### src/sv/tgc_pkg.sv
// Shared constants for the touch gesture classifier: event codes, register indexes, defaults.
package tgc_pkg;

    // Coordinate width used as the default for the top-level parameter.
    localparam int COORD_BITS_DEFAULT = 12;

    // Widths of the event code field, the configuration port, the timestamp and the hold time.
    localparam int EVENT_BITS    = 4;
    localparam int CFG_IDX_BITS  = 2;
    localparam int CFG_DATA_BITS = 16;
    localparam int TIME_BITS     = 32;
    localparam int HOLD_BITS     = 16;

    // Event codes reported on the result stream.
    localparam logic [EVENT_BITS-1:0] EV_NONE        = 4'd0;
    localparam logic [EVENT_BITS-1:0] EV_DRAG        = 4'd1;
    localparam logic [EVENT_BITS-1:0] EV_LONG        = 4'd2;
    localparam logic [EVENT_BITS-1:0] EV_HOLD_END    = 4'd3;
    localparam logic [EVENT_BITS-1:0] EV_BACK        = 4'd4;
    localparam logic [EVENT_BITS-1:0] EV_SWIPE_RIGHT = 4'd5;
    localparam logic [EVENT_BITS-1:0] EV_UP          = 4'd6;
    localparam logic [EVENT_BITS-1:0] EV_DOWN        = 4'd7;
    localparam logic [EVENT_BITS-1:0] EV_TAP         = 4'd8;

    // Configuration register indexes.
    localparam logic [CFG_IDX_BITS-1:0] CFG_DRAG_START = 2'd0;
    localparam logic [CFG_IDX_BITS-1:0] CFG_SWIPE_MIN  = 2'd1;
    localparam logic [CFG_IDX_BITS-1:0] CFG_LONG_PRESS = 2'd2;

    // Register reset values.
    localparam int DRAG_START_RESET = 12;
    localparam int SWIPE_MIN_RESET  = 40;
    localparam int LONG_PRESS_RESET = 500;

endpackage

### src/sv/touch_gesture_classifier_core.sv
// Touch gesture classifier: input register, one-pass classification, result register.
// A sample transferred into the input register is classified into the result register
// once that register is empty or its result is taken. Throughput: one sample per cycle
// while m_tready allows; the gesture state updates in the same cycle the result register
// loads, so samples follow back to back. Reset (rst_n low, asynchronous) clears both
// valid flags and the gesture state and restores the thresholds.
module touch_gesture_classifier_core #(
    parameter int COORD_BITS = tgc_pkg::COORD_BITS_DEFAULT
) (
    input  logic                                clk,
    input  logic                                rst_n,
    // Sample stream. tdata: x_pos, y_pos, time_ms (lowest first). tuser: pressed.
    input  logic                                s_tvalid,
    output logic                                s_tready,
    input  logic [((2*COORD_BITS+32+7)/8)*8-1:0] s_tdata,
    input  logic                                s_tuser,
    // Result stream. tdata: out_x, out_y (lowest first). tuser: event_code.
    output logic                                m_tvalid,
    input  logic                                m_tready,
    output logic [((2*COORD_BITS+2+7)/8)*8-1:0] m_tdata,
    output logic [tgc_pkg::EVENT_BITS-1:0]      m_tuser,
    // Configuration write channel.
    input  logic                                cfg_valid,
    output logic                                cfg_ready,
    input  logic [tgc_pkg::CFG_IDX_BITS-1:0]    cfg_index,
    input  logic [tgc_pkg::CFG_DATA_BITS-1:0]   cfg_data
);
    import tgc_pkg::*;

    localparam int CB       = COORD_BITS;
    localparam int OUT_BITS = ((2*CB+2+7)/8)*8;
    localparam int IN_USED  = 2*CB + TIME_BITS;
    localparam int OUT_USED = 2*CB + 2;

    // Threshold registers.
    logic [CB-1:0]        drag_start_reg;
    logic [CB-1:0]        swipe_min_reg;
    logic [HOLD_BITS-1:0] long_press_reg;

    // Input register.
    logic                 in_valid_reg;
    logic                 in_pressed_reg;
    logic [CB-1:0]        in_x_reg;
    logic [CB-1:0]        in_y_reg;
    logic [TIME_BITS-1:0] in_time_reg;

    // Result register.
    logic                  out_valid_reg;
    logic [EVENT_BITS-1:0] out_event_reg;
    logic [CB:0]           out_x_reg;
    logic [CB:0]           out_y_reg;

    // Gesture state.
    logic                 finger_down_reg;
    logic [CB-1:0]        start_x_reg;
    logic [CB-1:0]        start_y_reg;
    logic [TIME_BITS-1:0] start_time_reg;
    logic                 long_fired_reg;
    logic                 drag_active_reg;
    logic [CB-1:0]        last_drag_y_reg;

    logic                 finger_down_next;
    logic [CB-1:0]        start_x_next;
    logic [CB-1:0]        start_y_next;
    logic [TIME_BITS-1:0] start_time_next;
    logic                 long_fired_next;
    logic                 drag_active_next;
    logic [CB-1:0]        last_drag_y_next;
    logic [EVENT_BITS-1:0] event_next;
    logic [CB:0]           res_x_next;
    logic [CB:0]           res_y_next;

    logic                 s_fire;
    logic                 advance;
    logic                 in_valid_next;
    logic                 out_valid_next;

    logic signed [CB:0]   dx;
    logic signed [CB:0]   dy;
    logic signed [CB:0]   dx_abs_wide;
    logic signed [CB:0]   dy_abs_wide;
    logic [CB-1:0]        adx;
    logic [CB-1:0]        ady;
    logic [CB:0]          step;
    logic [CB-1:0]        drag_ref_y;
    logic                 drag_now;
    logic                 moved;
    logic [TIME_BITS-1:0] held_ms;

    // Handshake and pipeline advance.
    assign s_fire    = s_tvalid && s_tready;
    assign advance   = in_valid_reg && (!out_valid_reg || m_tready);
    assign s_tready  = !in_valid_reg || advance;
    assign cfg_ready = 1'b1;

    assign in_valid_next  = s_fire ? 1'b1 : (advance ? 1'b0 : in_valid_reg);
    assign out_valid_next = advance ? 1'b1 : (m_tready ? 1'b0 : out_valid_reg);

    // Outputs.
    assign m_tvalid = out_valid_reg;
    assign m_tuser  = out_event_reg;
    assign m_tdata  = {{(OUT_BITS-OUT_USED){1'b0}}, out_y_reg, out_x_reg};

    // Travel from the touchdown point and its magnitudes.
    assign dx = $signed({1'b0, in_x_reg}) - $signed({1'b0, start_x_reg});
    assign dy = $signed({1'b0, in_y_reg}) - $signed({1'b0, start_y_reg});
    assign dx_abs_wide = dx[CB] ? -dx : dx;
    assign dy_abs_wide = dy[CB] ? -dy : dy;
    assign adx = dx_abs_wide[CB-1:0];
    assign ady = dy_abs_wide[CB-1:0];
    assign moved   = (adx > swipe_min_reg) || (ady > swipe_min_reg);
    assign held_ms = in_time_reg - start_time_reg;

    // A drag starts on a mostly vertical travel at or past the drag threshold, unless a long press fired.
    assign drag_now   = !drag_active_reg && !long_fired_reg &&
                        (ady >= drag_start_reg) && (ady > adx);
    assign drag_ref_y = drag_now ? in_y_reg : last_drag_y_reg;
    assign step       = {1'b0, in_y_reg} - {1'b0, drag_ref_y};

    // Classification of the sample in the input register.
    always_comb
    begin
        finger_down_next = finger_down_reg;
        start_x_next     = start_x_reg;
        start_y_next     = start_y_reg;
        start_time_next  = start_time_reg;
        long_fired_next  = long_fired_reg;
        drag_active_next = drag_active_reg;
        last_drag_y_next = last_drag_y_reg;
        event_next       = EV_NONE;
        res_x_next       = '0;
        res_y_next       = '0;

        if (in_pressed_reg && !finger_down_reg)
        begin
            // Touchdown records the start point and time and clears the gesture flags; no event.
            finger_down_next = 1'b1;
            start_x_next     = in_x_reg;
            start_y_next     = in_y_reg;
            start_time_next  = in_time_reg;
            long_fired_next  = 1'b0;
            drag_active_next = 1'b0;
        end
        else if (finger_down_reg)
        begin
            if (in_pressed_reg)
            begin
                if (drag_active_reg || drag_now)
                begin
                    drag_active_next = 1'b1;
                    last_drag_y_next = drag_ref_y;
                    if (step != '0)
                    begin
                        last_drag_y_next = in_y_reg;
                        event_next       = EV_DRAG;
                        res_y_next       = step;
                    end
                end
                else if (!long_fired_reg && !moved &&
                         (held_ms >= {{(TIME_BITS-HOLD_BITS){1'b0}}, long_press_reg}))
                begin
                    long_fired_next = 1'b1;
                    event_next      = EV_LONG;
                    res_x_next      = {1'b0, start_x_reg};
                    res_y_next      = {1'b0, start_y_reg};
                end
            end
            else
            begin
                // Lift: release, end of drag, swipe or tap.
                finger_down_next = 1'b0;
                if (long_fired_reg)
                begin
                    event_next = EV_HOLD_END;
                end
                else if (drag_active_reg)
                begin
                    drag_active_next = 1'b0;
                end
                else if ((adx >= swipe_min_reg) && (adx > ady))
                begin
                    event_next = dx[CB] ? EV_BACK : EV_SWIPE_RIGHT;
                    res_x_next = dx;
                    res_y_next = dy;
                end
                else if ((ady >= swipe_min_reg) && (ady > adx))
                begin
                    event_next = dy[CB] ? EV_UP : EV_DOWN;
                    res_x_next = dx;
                    res_y_next = dy;
                end
                else
                begin
                    event_next = EV_TAP;
                    res_x_next = {1'b0, in_x_reg};
                    res_y_next = {1'b0, in_y_reg};
                end
            end
        end
    end

    // Configuration register writes.
    always_ff @(posedge clk or negedge rst_n)
    begin
        if (!rst_n)
        begin
            drag_start_reg <= CB'(DRAG_START_RESET);
            swipe_min_reg  <= CB'(SWIPE_MIN_RESET);
            long_press_reg <= HOLD_BITS'(LONG_PRESS_RESET);
        end
        else if (cfg_valid && cfg_ready)
        begin
            unique case (cfg_index)
                CFG_DRAG_START: drag_start_reg <= cfg_data[CB-1:0];
                CFG_SWIPE_MIN:  swipe_min_reg  <= cfg_data[CB-1:0];
                CFG_LONG_PRESS: long_press_reg <= cfg_data[HOLD_BITS-1:0];
                default:        ;
            endcase
        end
    end

    // Pipeline valid flags and gesture state.
    always_ff @(posedge clk or negedge rst_n)
    begin
        if (!rst_n)
        begin
            in_valid_reg    <= 1'b0;
            out_valid_reg   <= 1'b0;
            finger_down_reg <= 1'b0;
            start_x_reg     <= '0;
            start_y_reg     <= '0;
            start_time_reg  <= '0;
            long_fired_reg  <= 1'b0;
            drag_active_reg <= 1'b0;
            last_drag_y_reg <= '0;
        end
        else
        begin
            in_valid_reg  <= in_valid_next;
            out_valid_reg <= out_valid_next;
            if (advance)
            begin
                finger_down_reg <= finger_down_next;
                start_x_reg     <= start_x_next;
                start_y_reg     <= start_y_next;
                start_time_reg  <= start_time_next;
                long_fired_reg  <= long_fired_next;
                drag_active_reg <= drag_active_next;
                last_drag_y_reg <= last_drag_y_next;
            end
        end
    end

    // Input and result payload registers.
    always_ff @(posedge clk)
    begin
        if (s_fire)
        begin
            in_pressed_reg <= s_tuser;
            in_x_reg       <= s_tdata[CB-1:0];
            in_y_reg       <= s_tdata[2*CB-1:CB];
            in_time_reg    <= s_tdata[IN_USED-1:2*CB];
        end
        if (advance)
        begin
            out_event_reg <= event_next;
            out_x_reg     <= res_x_next;
            out_y_reg     <= res_y_next;
        end
    end

endmodule

### config.mk
export PLATFORM = sky130hd
export DESIGN_NAME = touch_gesture_classifier_core
export DESIGN_NICKNAME = d
export VERILOG_FILES = /design/src/sv/tgc_pkg.sv /design/src/sv/touch_gesture_classifier_core.sv
export SDC_FILE = /design/constraint.sdc
export NUM_CORES = 1
export LEC_CHECK = 0
export BUFFER_PORTS_ARGS = -buffer_cell sky130_fd_sc_hd__buf_2
export CAP_MARGIN = 20
export CORE_ASPECT_RATIO = 0.75
export CORE_MARGIN = 1
export CORE_UTILIZATION = 55
export CTS_BUF_LIST = sky130_fd_sc_hd__clkbuf_16
export DETAILED_ROUTE_END_ITERATION = 7
export PLACE_DENSITY = 0.75
export SLEW_MARGIN = 40
export SYNTH_ARGS = -nofsm -noshare
export SYNTH_HDL_FRONTEND = slang
export SYNTH_SLANG_ARGS = --single-unit
### constraint.sdc
create_clock -name clk -period 13.1 [get_ports clk]
set_input_delay 0 -clock clk [delete_from_list [all_inputs] [get_ports clk]]
set_output_delay 0 -clock clk [all_outputs]
set_load 0.05 [all_outputs]
==> out/summary.txt <==
outcome: finished, final reports clean
Commonest cells post-synth: inv_1 (134), ha_1 (129), nand2_1 (117)
Syn Inst Count: 1350
max cap viols: 0
Critical R2R Launch: in_x_reg[0]
CP max stage delay: 0.60 ns
Largest delay share family, worst path: compound AO/OA/AOI/OAI gates
Cell Rows: 49
die area: 25000 µm²
RSZ-0062 raised after global routing: false
total track usage: 0.275
initial antenna violation count: 0
R2R setup slack: 3.39 ns
synthesis-to-layout area growth: 16.6%
Period minus WS final: 9.71 ns
Fillers: 1956
vias in the first global route: 10.2k
io pins: 119
half-perimeter wire length after placement: 24.4 mm
nature of the critical path startpoint: register
post-route ant nets: 0
post-route cell area: 15600 µm²
Worst Hold End: drag_start_reg[3]
first-pass GRT wire length: 53.4 mm
# port buffers: 111
non-filler cells in the finished layout: 1872
Synth Flop Type: dfrtp_1
Starting Density: 0.560
fin crit share: 0.741
final RePlAce weighted congestion: 0.930
Hold Path Depth: 5
vias per cell: 5.68
die width: 182 µm
Worst-Skew Late Latency: 0.46 ns
final net count: 1741
Longest Clk Path Bufs: 2
Synth area leader: edfxtp_1
synthesized area: 13400 µm²
Num CTS Buffers: 17
met3 Use GR: 0.0441
Root Driver: clkbuf_16
Crit-path slowest cell: a21oi_1
Slew HR: 0.455
placed insts: 1763
asr flop ratio synth: 0.565
Seq/Total Area, Yosys: 0.406
maximum fanout along the worst path: 24
Die Height: 137 µm
count leader, synth: inv_1
kind of critical path: register to register
reg2reg path depth: 33
Via Count: 10.6k
first drt pass iteration count: 5
Final Hold Viols: 0
PD cells: 283 nW/µm²
WP depth: 33
Worst Path Buf+Inv: 3
GRT overflow: 0
Hold WC Path Type: input port to register
Final Core Density: 0.653
Antenna Cells: 0
Cell variety after synth: 88
Worst Path Required: 13.28 ns
CTS sink cnt: 200
DR WL/cell: 17.6 µm
Slew @ Worst Pin: 0.814 ns
Max Slew Vio Count: 0
Leakage Power: 7.10 nW
# DRC: 0
HP Start: cfg_index[1]
placed cell area: 14300 µm²
layout cells sized above 1: 0.152
syn avg cell area: 9.94 µm²
Clock H-tree levels: 4
number of synthesized flops with an enable pin: 87
CP arrival: 9.89 ns
Fmax: 103 MHz
Worst IR Drop VDD: 0.268 mV
met1 Usage GRT: 0.420
top cell type's share of synthesized area: 0.195
Setup TNS: 0 ns
largest net degree at the start of global routing: 71
CTS tree: done
Crit. End Element: register
layer with the highest usage: met1
Setup Viol. Count Final: 0
DR iter-0 viols: 919
post-CTS setup buffers: 0
WL final: 33.0 mm
worst flop-to-flop path endpoint: m_tuser[0]
clock transition at the registers of the reported paths: 0.08 ns
GRT met2 Usage: 0.408
Synth area leaders: edfxtp_1 (19%), dfrtp_1 (19%), ha_1 (12%)
Yosys reg bits: 200
count of warnings emitted by yosys: 0
Clock Skew: 0.0180 ns
core area: 24000 µm²
per-layer routing:
layer	share of wire	wire length (µm)
met3	0.060	1970
met1	0.51	16700
met4	0.0085	282
met2	0.42	14000
met5	0	0
logic make-up after synthesis:
family | synth area share
other cells | 0.000560
fa+ha+maj | 0.128
mux | 0.0616
compound gates | 0.180
buf+inv | 0.0535
xor+xnor | 0.0444
simple gates | 0.125
flops | 0.406
area by class of cell:
cell class	count	area, µm²	share of cell area
clock buffer	17	425	0.0272
clock inverter	15	128	0.00816
inverter	134	503	0.0322
multi-input combinational	977	7290	0.466
sequential	200	5450	0.349
tap	331	414	0.0265
timing repair buffer	198	1440	0.0917
power by group:
part	internal, mW	switching [mW]
registers	0.826	0.0755
logic	1.21	1.80
clock network	0.263	0.252
how the worst max path moves through the flow:
stage          slack [ns]    endpoint        start
4_1_cts              3.47  m_tuser[0]  in_x_reg[0]
3_3_place_gp         3.78  m_tuser[0]  in_x_reg[0]
5_1_grt              2.58  m_tuser[0]  in_x_reg[0]
2_1_floorplan        4.16  m_tuser[0]  in_x_reg[0]
3_5_place_dp         3.49  m_tuser[0]  in_x_reg[0]
6_report             3.39  m_tuser[0]  in_x_reg[0]
placed cells by master (no fill, tap or decap), types with 9 or more instances in the layout:
master         instances
o21a_1                14
nand3_1               10
o2bb2ai_1             10
nand2b_1              22
and3_1                 9
nand2_1              117
inv_1                136
o21ai_0              108
dfrtp_1              103
dlygate4sd3_1         77
xor2_1                25
mux2_2                33
buf_2                110
clkbuf_16             17
or3_1                 12
nor2_1                71
xnor2_1               43
nand4_1               15
nor3_1                16
mux2_4                 9
nor2b_1               22
dfstp_2               10
a21oi_1               60
mux2i_1               32
ha_1                 129
a21o_1                47
edfxtp_1              87
o21bai_1               9
a221o_1                9
worst min-delay path, delay by kind of cell:
family | cells | cell delay [ns]
buffers and inverters | 2 | 0.30
AND/OR/NAND/NOR | 2 | 0.12
AO/OA/AOI/OAI | 1 | 0.07
through the flow:
| stage | setup WS [ns] | total power, mW | hold slack [ns] |
|---|---|---|---|
| 5_1_grt | 2.58 | 4.78 | 0.0759 |
| 6_report | 3.39 | 4.43 | 0.0463 |
| 4_1_cts | 3.47 | 4.38 | 0.0377 |
| 3_5_place_dp | 3.49 | 3.83 | 0.0564 |
| 2_1_floorplan | 4.16 | 3.19 | -0.296 |
| 3_3_place_gp | 3.78 | 3.78 | 0.0515 |
what timing repair did:
item / 4_1_cts / 5_1_grt
hold buffers: 77 / 0
resized for setup: 0 / 0
endpoints found under the hold margin: 142 / 0
Note: power is estimated with default switching activity, not from simulation.
